`config.mk`:
```
export PLATFORM = sky130hd
export DESIGN_NAME = cmpr_block_decoder
export DESIGN_NICKNAME = d
export VERILOG_FILES = /design/src/design/cbd_pkg.sv /design/src/design/cbd_front.sv /design/src/design/cbd_queue.sv /design/src/design/cbd_back.sv /design/src/design/cmpr_block_decoder.sv
export SDC_FILE = /design/constraint.sdc
export NUM_CORES = 1
export LEC_CHECK = 0
export BUFFER_PORTS_ARGS = -buffer_cell sky130_fd_sc_hd__buf_4
export CAP_MARGIN = 20
export CORE_MARGIN = 1.5
export CORE_UTILIZATION = 47
export DETAILED_ROUTE_END_ITERATION = 10
export HOLD_SLACK_MARGIN = 0.02
export PLACE_DENSITY = 0.62
export SLEW_MARGIN = 20
export SYNTH_ARGS = -nofsm -noshare
export SYNTH_HDL_FRONTEND = slang
export SYNTH_SLANG_ARGS = --single-unit
```
`constraint.sdc`:
```
create_clock -name clk -period 8.4 [get_ports clk]
set_input_delay 0.42 -clock clk [delete_from_list [all_inputs] [get_ports clk]]
set_output_delay 0.42 -clock clk [all_outputs]
set_load 0.02 [all_outputs]
```
`src/design/cbd_pkg.sv`:
```
package cbd_pkg;

  // Block queue depth between front and back (power of two)
  localparam int QUEUE_DEPTH = 2;
  localparam int QPTR_W      = $clog2(QUEUE_DEPTH);
  localparam int QCNT_W      = $clog2(QUEUE_DEPTH + 1);

  localparam int PIX_PER_BLK = 16;
  localparam int PIX_W       = $clog2(PIX_PER_BLK);
  localparam logic [PIX_W-1:0] LAST_PIX = PIX_W'(PIX_PER_BLK - 1);

  localparam logic [7:0] ALPHA_OPAQUE = 8'hFF;
  localparam logic [7:0] ALPHA_CLEAR  = 8'h00;

  // One classified block: four-entry palette plus its selectors
  typedef struct packed {
    logic [3:0][7:0] red;
    logic [3:0][7:0] green;
    logic [3:0][7:0] blue;
    logic            opaque3;
    logic [31:0]     index_bits;
  } blk_entry_t;

  // Back-end status seen by the top level
  typedef struct packed {
    logic             busy;
    logic [PIX_W-1:0] pix;
  } back_status_t;

endpackage

```
`src/design/cbd_front.sv`:
```
module cbd_front (
  input  logic               in_valid,
  input  logic [15:0]        in_endpoint_a,
  input  logic [15:0]        in_endpoint_b,
  input  logic [31:0]        in_index_bits,
  input  logic               q_full,
  output logic               in_stall,
  output logic               q_push,
  output cbd_pkg::blk_entry_t q_data
);
  import cbd_pkg::*;

  // floor(x/3) for x <= 765 via reciprocal 683/2048
  function automatic logic [7:0] div3(input logic [9:0] x);
    logic [19:0] prod;
    prod = x * 10'd683;
    return prod[18:11];
  endfunction

  logic       four_color;
  logic [7:0] c0 [3];
  logic [7:0] c1 [3];
  logic [7:0] c2 [3];
  logic [7:0] c3 [3];

  // Widen RGB565 endpoints by plain shift
  assign c0[0] = {in_endpoint_a[15:11], 3'b000};
  assign c0[1] = {in_endpoint_a[10:5], 2'b00};
  assign c0[2] = {in_endpoint_a[4:0], 3'b000};
  assign c1[0] = {in_endpoint_b[15:11], 3'b000};
  assign c1[1] = {in_endpoint_b[10:5], 2'b00};
  assign c1[2] = {in_endpoint_b[4:0], 3'b000};

  assign four_color = in_endpoint_a > in_endpoint_b;

  // Interpolated colors per channel
  always_comb begin
    logic [9:0] sum_a2b;
    logic [9:0] sum_ab2;
    logic [8:0] sum_ab;
    for (int ch = 0; ch < 3; ch++) begin
      sum_a2b = {1'b0, c0[ch], 1'b0} + {2'b00, c1[ch]};
      sum_ab2 = {2'b00, c0[ch]} + {1'b0, c1[ch], 1'b0};
      sum_ab  = {1'b0, c0[ch]} + {1'b0, c1[ch]};
      c2[ch]  = four_color ? div3(sum_a2b) : sum_ab[8:1];
      c3[ch]  = div3(sum_ab2);
    end
  end

  // Pack the classified block for the queue
  always_comb begin
    q_data.red        = {c3[0], c2[0], c1[0], c0[0]};
    q_data.green      = {c3[1], c2[1], c1[1], c0[1]};
    q_data.blue       = {c3[2], c2[2], c1[2], c0[2]};
    q_data.opaque3    = four_color;
    q_data.index_bits = in_index_bits;
  end

  assign in_stall = q_full;
  assign q_push   = in_valid && !q_full;

endmodule

```
`src/design/cbd_queue.sv`:
```
module cbd_queue (
  input  logic                clk,
  input  logic                rst_n,
  input  logic                push,
  input  cbd_pkg::blk_entry_t push_data,
  input  logic                pop,
  output logic                full,
  output logic                valid,
  output cbd_pkg::blk_entry_t head
);
  import cbd_pkg::*;

  blk_entry_t        mem_r [QUEUE_DEPTH];
  logic [QPTR_W-1:0] wr_ptr_r, wr_ptr_nxt;
  logic [QPTR_W-1:0] rd_ptr_r, rd_ptr_nxt;
  logic [QCNT_W-1:0] count_r, count_nxt;

  assign full  = count_r == QCNT_W'(QUEUE_DEPTH);
  assign valid = count_r != '0;
  assign head  = mem_r[rd_ptr_r];

  // Pointer and fill bookkeeping
  always_comb begin
    wr_ptr_nxt = push ? wr_ptr_r + 1'b1 : wr_ptr_r;
    rd_ptr_nxt = pop ? rd_ptr_r + 1'b1 : rd_ptr_r;
    count_nxt  = count_r;
    if (push && !pop) begin
      count_nxt = count_r + 1'b1;
    end else if (pop && !push) begin
      count_nxt = count_r - 1'b1;
    end
  end

  always_ff @(posedge clk) begin
    if (!rst_n) begin
      wr_ptr_r <= '0;
      rd_ptr_r <= '0;
      count_r  <= '0;
    end else begin
      wr_ptr_r <= wr_ptr_nxt;
      rd_ptr_r <= rd_ptr_nxt;
      count_r  <= count_nxt;
    end
  end

  // Entry storage
  always_ff @(posedge clk) begin
    if (push) begin
      mem_r[wr_ptr_r] <= push_data;
    end
  end

endmodule

```
`src/design/cbd_back.sv`:
```
module cbd_back (
  input  logic                  clk,
  input  logic                  rst_n,
  input  logic                  q_valid,
  input  cbd_pkg::blk_entry_t   q_head,
  output logic                  q_pop,
  output cbd_pkg::back_status_t status,
  output logic                  out_valid,
  input  logic                  out_stall,
  output logic [7:0]            out_red,
  output logic [7:0]            out_green,
  output logic [7:0]            out_blue,
  output logic [7:0]            out_alpha,
  output logic [3:0]            out_pixel_number,
  output logic                  out_last_pixel
);
  import cbd_pkg::*;

  logic [PIX_W-1:0] pix_cnt_r, pix_cnt_nxt;
  logic             out_valid_r, out_valid_nxt;
  logic [7:0]       red_r, green_r, blue_r, alpha_r;
  logic [3:0]       num_r;
  logic             last_r;
  logic             load;
  logic [1:0]       sel;

  // Output register takes a pixel when empty or being drained
  assign load  = q_valid && (!out_valid_r || !out_stall);
  assign q_pop = load && (pix_cnt_r == LAST_PIX);

  // Selector for pixel p sits at bits 31-2p : 30-2p
  assign sel = q_head.index_bits[{~pix_cnt_r, 1'b1} -: 2];

  always_comb begin
    pix_cnt_nxt   = load ? pix_cnt_r + 1'b1 : pix_cnt_r;
    out_valid_nxt = load ? 1'b1 : (out_stall ? out_valid_r : 1'b0);
  end

  always_ff @(posedge clk) begin
    if (!rst_n) begin
      pix_cnt_r   <= '0;
      out_valid_r <= 1'b0;
    end else begin
      pix_cnt_r   <= pix_cnt_nxt;
      out_valid_r <= out_valid_nxt;
    end
  end

  // Palette lookup into the output register
  always_ff @(posedge clk) begin
    if (load) begin
      red_r   <= q_head.red[sel];
      green_r <= q_head.green[sel];
      blue_r  <= q_head.blue[sel];
      alpha_r <= (sel == 2'd3 && !q_head.opaque3) ? ALPHA_CLEAR : ALPHA_OPAQUE;
      num_r   <= pix_cnt_r;
      last_r  <= pix_cnt_r == LAST_PIX;
    end
  end

  assign status.busy = q_valid;
  assign status.pix  = pix_cnt_r;

  assign out_valid        = out_valid_r;
  assign out_red          = red_r;
  assign out_green        = green_r;
  assign out_blue         = blue_r;
  assign out_alpha        = alpha_r;
  assign out_pixel_number = num_r;
  assign out_last_pixel   = last_r;

endmodule

```
`src/design/cmpr_block_decoder.sv`:
```
// Compressed 4x4 block decoder: each input item is one RGB565 endpoint pair
// with sixteen 2-bit selectors, and yields sixteen RGBA8 pixel items in
// raster order, pixel_number 0..15, last_pixel set on the sixteenth. The
// front end builds the palette in the accepting cycle and writes it into a
// two-entry block queue; the back end reads one pixel per cycle, unless
// out_stall holds it, through a registered output that sets the block rate.
// The first pixel of a block is registered from the queue head once the
// output register is empty or being drained. Up to two blocks wait in the
// queue, so input is stalled only when both entries are taken.
module cmpr_block_decoder (
  input  logic        clk,
  input  logic        rst_n,
  input  logic        in_valid,
  output logic        in_stall,
  input  logic [15:0] in_endpoint_a,
  input  logic [15:0] in_endpoint_b,
  input  logic [31:0] in_index_bits,
  output logic        out_valid,
  input  logic        out_stall,
  output logic [7:0]  out_red,
  output logic [7:0]  out_green,
  output logic [7:0]  out_blue,
  output logic [7:0]  out_alpha,
  output logic [3:0]  out_pixel_number,
  output logic        out_last_pixel
);
  import cbd_pkg::*;

  logic         q_push, q_full, q_valid, q_pop;
  blk_entry_t   q_data, q_head;
  back_status_t back_st;

  cbd_front u_front (
    .in_valid      (in_valid),
    .in_endpoint_a (in_endpoint_a),
    .in_endpoint_b (in_endpoint_b),
    .in_index_bits (in_index_bits),
    .q_full        (q_full),
    .in_stall      (in_stall),
    .q_push        (q_push),
    .q_data        (q_data)
  );

  cbd_queue u_queue (
    .clk       (clk),
    .rst_n     (rst_n),
    .push      (q_push),
    .push_data (q_data),
    .pop       (q_pop),
    .full      (q_full),
    .valid     (q_valid),
    .head      (q_head)
  );

  cbd_back u_back (
    .clk              (clk),
    .rst_n            (rst_n),
    .q_valid          (q_valid),
    .q_head           (q_head),
    .q_pop            (q_pop),
    .status           (back_st),
    .out_valid        (out_valid),
    .out_stall        (out_stall),
    .out_red          (out_red),
    .out_green        (out_green),
    .out_blue         (out_blue),
    .out_alpha        (out_alpha),
    .out_pixel_number (out_pixel_number),
    .out_last_pixel   (out_last_pixel)
  );

  // Pixel counter only leaves zero while a block is being walked
  assert property (@(posedge clk) disable iff (!rst_n)
    !back_st.busy |-> back_st.pix == '0)
    else $error("pixel counter advanced with no block queued");

  // Last flag marks exactly pixel fifteen
  assert property (@(posedge clk) disable iff (!rst_n)
    out_valid |-> (out_last_pixel == (out_pixel_number == LAST_PIX)))
    else $error("last_pixel disagrees with pixel_number");

  // A popped block is followed by pixel zero of the next one
  assert property (@(posedge clk) disable iff (!rst_n)
    q_pop |=> back_st.pix == '0)
    else $error("pixel counter did not wrap at block end");

endmodule

```
* Word level (Yosys, flattened, before mapping)
Memories as Yosys holds them, arrays and structs flattened. A register that Yosys moved wholly into a read port is not among the register bits.
Index checks and enable logic that the tools add are counted.
** Cells by class
- $add $sub $neg :: 14
- Multipliers :: 6
- Order comparisons :: 2
- Equality and inequality tests :: 4
- Shifts and indexed selects :: 1
- Mux-type cells :: 18
- Bitwise operators :: 1
- Reductions and logical operators :: 15
** Operator list (count)
- $mul 10x10->19 const B :: 6
- $mux 8 :: 7
- $bmux 8 s2 :: 3
- $shiftx 33x6->2 :: 1
- $add 8x9->10 :: 3
- $add 9x8->10 :: 3
- $add 8x8->9 :: 3
- $gt 16x16->1 :: 1
- $logic_and 1x1->1 :: 6
- $logic_not 1->1 :: 6
- $mux 1 :: 6
- $add 4x1->4 const B :: 1
- $eq 2x2->1 const B :: 2
- $eq 4x4->1 const B :: 1
- $mux 2 :: 2
- $not 4->4 :: 1
- $reduce_bool 2->1 :: 2
- $lt 2x3->1 const B :: 1
- $add 1x1->1 const B :: 2
- $add 2x1->2 const B :: 1
- $ne 2x1->1 const B :: 1
- $sub 2x1->2 const B :: 1
- $logic_or 1x1->1 :: 1
** Word-level totals
- Flip-flop bits (word level) :: 46
- Bits in writable memories :: 226
- Input bits :: 68
- Logic and storage cells :: 73
- Memories :: 1
** Memories
- u_queue.mem_r :: words 2, bits a word 113, read ports 1, clocked after memory_dff 1, write ports 1, line cbd_queue.sv:13 : blk_entry_t mem_r [QUEUE_DEPTH];

* Logic depth before layout (Yosys ltp)
- Depth after elaboration :: 7
- Depth in mapped cells :: 23
- Gate-level depth less buffers :: 23

* Modules after synthesis
Synthesis repeated with hierarchy kept, for this count alone.
** Unflattened totals
- Cells, all modules :: 1685
- Area total of the unflattened synthesis :: 21672.0 um2
** By module, submodules not included
- cbd_front :: times used 1, cells an instance 1095, area each 9831.9 um2
- cbd_queue :: times used 1, cells an instance 423, area each 9571.7 um2
- cbd_back :: times used 1, cells an instance 167, area each 2268.4 um2

* Least setup slack after synthesis
OpenSTA, ideal clock, no wires.
- Path kind :: reg2reg
- From :: register u_queue.count_r[0]
- To :: memory u_queue.mem_r[0][0] (netlist bit) (enable)
- Setup time :: 0.587 ns
- Data arrival time :: 5.322 ns
- Setup slack :: 2.491 ns
- Cell stages (with the launch flop) :: 4
- Period minus slack after synthesis :: 5.909 ns
- Path through :: dfxtp_1 -> nand2b_1 -> nand2_1 -> nor2_1
** On the way
- Longest elaborated chain between the ends :: 5
** Ends and longest elaborated chain
- from (decl) :: line cbd_queue.sv:16 : logic [QCNT_W-1:0] count_r, count_nxt;
- from (signal assigned) :: line cbd_queue.sv:42 : count_r <= count_nxt;
- $eq 2x2->1 :: line cbd_queue.sv:18 : assign full = count_r == QCNT_W'(QUEUE_DEPTH);
- $logic_not 1->1 :: line cbd_front.sv:60 : assign q_push = in_valid && !q_full;
- $logic_and 1x1->1 :: line cbd_front.sv:60
- $mux 1 :: line cbd_queue.sv:48 : if (push) begin
- $mux 1 (implied by the code) :: line cbd_queue.sv:49 : mem_r[wr_ptr_r] <= push_data;
- to (decl) :: line cbd_queue.sv:13
Every way passes these cells.

==> metrics.md <==
| Metric | Value |
|---|---|
| Final Skew | 0.01021 ns |
| DP Worst Slack | just over 2 ns |
| IO buf count | 106 |
| CTS Buf Count | 28 |
| DRC | 0 |
| Clock latency on the worst-skew pair | ~0.53 ns |
| Initial antenna violation count | 0 |
| Synth Warn # | 0 |
| Largest area contributor in the netlist | edfxtp_1 |
| CTS tree | built |
| Hold WC Path Type | input pin to flop |
| VDD IR max | ~0.00020 V |
| Synth Net Count | approximately 2000 |
| Via count | 11450 |
| Final GP Congestion | between 0.8 and 0.9 |
| Multiplexer share of the synthesized area | 0.07467 |
| Pre-Repair DR Iteration Count | 4 |
| Routed Antenna Nets | 0 |
| Post-CTS setup buffers | 0 |
| Initial core utilization | 0.4802 |
| Die Y | ~210 um |
| Minimum clock period | about 5.7 ns |
| Top cell type's share of synthesized area | 0.3993 |
| WP buf/inv | 2 |
| Violation count after the first detailed-route iteration | just over 600 |
| Vias in the first global route | 12290 |
| Largest net degree at the start of global routing | 75 |
| Rows | 73 |
| Cell mode on critical path | ha_1 |
| Post-synth cell types | 56 |
| Clock sink count | approximately 270 |
| Critical Path RT | between 8 and 9 ns |
| WL/cell | about 18 um |
| Area growth from synthesis to layout | 11.60% |
| Final setup fails | 0 |
| Largest family of logic cells by synthesized area | adder cells |
| Hold-fix buffers, CTS | 0 |
| Setup_tns | 0 ns |
| CP max stage cell | o21ai_0 |
| Fin nets | ~2100 |
| Complex-gate fraction of the synthesized area | 0.06733 |
| Final period util | 0.6840 |
| Number of synthesized flops with an enable pin | ~260 |
| Post-Synth Simple-Gate Area | 0.04900 |
| Setup WS post-layout | roughly 2.7 ns |
| IO Pins | approximately 110 |
| CP Capture Type | flop |
| Top post-synthesis cells by area | edfxtp_1 40%, ha_1 23%, fa_1 7.4% |
| Worst Path Arrival | 6.01 ns |
| Share of cells above drive strength 1 | 0.1137 |
| Synth Flop Type | edfxtp_1 |
| Critical Path Max Stage Delay | between 0.5 and 0.6 ns |
| Status | finished clean |
| Max Fanout on Critical Path | 8 |
| Largest delay share family, worst path | adder cells |
| Die X | 205.4 um |
| Crit path launch type | input pin |
| H-tree depth | 1 |
| Area of the die | between 40000 and 50000 um^2 |
| Synth Area in XOR/XNOR | 0.04504 |
| Routed wire length | 39300 um |
| ANT cells | 0 |
| Clk buf depth | 3 |
| Mean area per synthesized cell | about 13 um^2 |
| RSZ-0062 raised after global routing | no |
| Clock Pin Slew Worst Setup and Hold Paths | about 0.060 ns |
| Max-capacitance violation count | 0 |
| GR Overflow Total | 0 |
| Synth Cell Area | 19250 um^2 |
| Worst-Margin Slew | 1.061 ns |
| First-pass GRT wire length | ~64000 um |
| Sequential share of the synthesized area | 0.4097 |
| Final Util | 0.5359 |
| Routed vias/inst | between 5 and 6 |
| FFs w/ async S/R, synth | 0 |
| Post-cts resize count | 0 |
| Number of synthesized register bits | roughly 270 |
| Leak pwr | a little under 10 nW |
| Worst setup path class | input pin to flop |
| Final hold violations | 0 |
| Final slew viol count | 0 |
| CTS root buffer | clkbuf_16 |
| Pwr Density | roughly 350 nW/um^2 |
| Post-Synth Adder-Cell Area | 0.3058 |
| FMAX | 0.1740 GHz |
| Worst-path cell chain | buf_4 -> ha_1 -> fa_1 -> a21oi_1 -> nor2_1 -> nor2_1 -> nor2b_1 -> o21ai_0 -> inv_1 -> ha_1 -> ha_1 -> fa_1 -> fa_1 -> ha_1 -> ha_1 -> nand4_1 -> o221ai_1 -> a211oi_1 -> o41a_1 -> o21bai_1 -> xnor2_1 |
| Core Box Area | between 40000 and 50000 um^2 |
| Max-Slew Margin vs Limit | 0.2924 |
| DP HPWL | 30140 um |
| Syn Inst Count | between 1000 and 1500 |
| GRT Util Overall | 0.1925 |
path summary, 6_finish.rpt:
kind                                                     from                        endpoint  slack [ns]  cells after the start
worst max-delay path                         in_endpoint_a[6]  u_queue.mem_r[0][86]$_DFFE_PP_        2.65                     21
worst min-delay path                         in_index_bits[9]   u_queue.mem_r[0][9]$_DFFE_PP_        0.07                      1
worst max register to register                           flop   u_back.out_green[2]$_DFFE_PP_        4.17                      7
worst min register to register  u_back.out_valid$_SDFFE_PN0P_   u_back.out_valid$_SDFFE_PN0P_        0.52                      2
flip-flops by register name, indices dropped and copies added, names as in the netlist, named ones only:
signal	count
u_back.out_pixel_number	4
u_back.out_last_pixel	1
u_back.pix_cnt_r	4
u_queue.wr_ptr_r	1
u_back.out_alpha	1
u_back.out_green	8
u_back.out_blue	8
u_back.out_red	8
u_back.out_valid	1
u_queue.mem_r	226
u_queue.count_r	2
u_queue.rd_ptr_r	1
kinds of logic (layout without fill, tap and decap cells):
kind of cell | after synthesis | in the layout
buf+inv | 213 | 346
mux | 103 | 103
flops | 266 | 266
xor+xnor | 99 | 99
compound gates | 194 | 194
fa+ha+maj | 428 | 428
simple gates | 191 | 191
power breakdown:
group	total, mW	switching [mW]	internal (mW)
logic	4.23	2.39	1.84
clock network	1.24	0.495	0.749
registers	2.07	0.0813	1.99
total	7.55	2.96	4.58
metrics by stage:
step                hold WS, ns  total power [mW]  instance area, um^2  cells
floorplan                0.4064             5.245                19250   1494
global placement         0.4911             6.245                20540   2100
detailed placement       0.5177             6.346                20540   2100
CTS                     0.05116             7.642                21490   2152
global route            0.05468             8.288                21490   2152
finish                  0.07409             7.547                21490   2152
per-layer routing:
| metal | vias up | share of wire | global-route usage |
|---|---|---|---|
| met3 | 45 | 0.031 | 0.01885 |
| met4 | 0 | 0.018 | 0.04067 |
| met2 | 176 | 0.49 | 0.3464 |
| met1 | 5565 | 0.46 | 0.2512 |
| met5 | - | 0 | 0 |
| li1 | 5666 | - | - |
cell usage in the layout (no fill, tap or decap), types with 3 or more instances in the layout:
cell type | Yosys | final
ha_1 | 357 | 357
edfxtp_1 | 256 | 256
inv_1 | 180 | 180
buf_4 | 12 | 114
mux2i_1 | 75 | 75
nor2_1 | 73 | 72
xnor2_1 | 72 | 72
fa_1 | 71 | 71
a21oi_1 | 55 | 54
o21ai_0 | 33 | 33
a22o_1 | 32 | 32
clkbuf_16 | 0 | 29
xor2_1 | 27 | 27
a21o_1 | 24 | 24
nor2b_1 | 24 | 24
nand2_1 | 22 | 22
mux4_1 | 15 | 15
nor3_1 | 11 | 11
and2_1 | 11 | 11
mux4_2 | 12 | 11
and3_1 | 11 | 10
dfxtp_1 | 10 | 9
nand4_1 | 8 | 8
nand3_1 | 8 | 8
or3_1 | 8 | 8
o21bai_1 | 7 | 7
clkinv_2 | 0 | 7
o21a_1 | 6 | 6
a31oi_1 | 5 | 5
a211oi_1 | 5 | 5
nand2b_1 | 4 | 4
o211ai_1 | 4 | 4
or2_2 | 4 | 4
o2111ai_1 | 4 | 4
bufinv_16 | 0 | 3
clkbuf_1 | 5 | 3
clkbuf_8 | 0 | 3
clkinv_1 | 0 | 3
cells in the mapped netlist, drive strengths merged, types with 2 or more instances:
cell,count
or3,8
a41oi,2
or2,4
nor3,11
xnor2,72
o31ai,2
nand2,22
buf,26
fa,71
nand3b,2
nor2b,24
o21ai,34
o2111ai,4
o2bb2ai,2
nor2,74
nor4,2
o21a,6
a21o,24
nand4,8
nand3,8
a31o,2
inv,180
o21bai,7
nand2b,4
edfxtp,256
a21boi,2
dfxtp,10
and3,11
a22o,32
mux2i,76
a31oi,5
xor2,27
o211ai,4
a211oi,5
and2,11
a21oi,55
clkbuf,7
ha,357
mux4,27
final cells by class:
| type | instances | area, um^2 |
|---|---|---|
| inverter | 180 | 675.6 |
| clock inverter | 17 | 168.9 |
| tap | 525 | 656.9 |
| multi-input combinational | 1015 | 10460 |
| timing repair buffer | 114 | 855.8 |
| sequential | 266 | 7889 |
| clock buffer | 35 | 778.2 |
| fill | 3415 | 18610 |
Note: power is estimated with default switching activity, not from simulation.
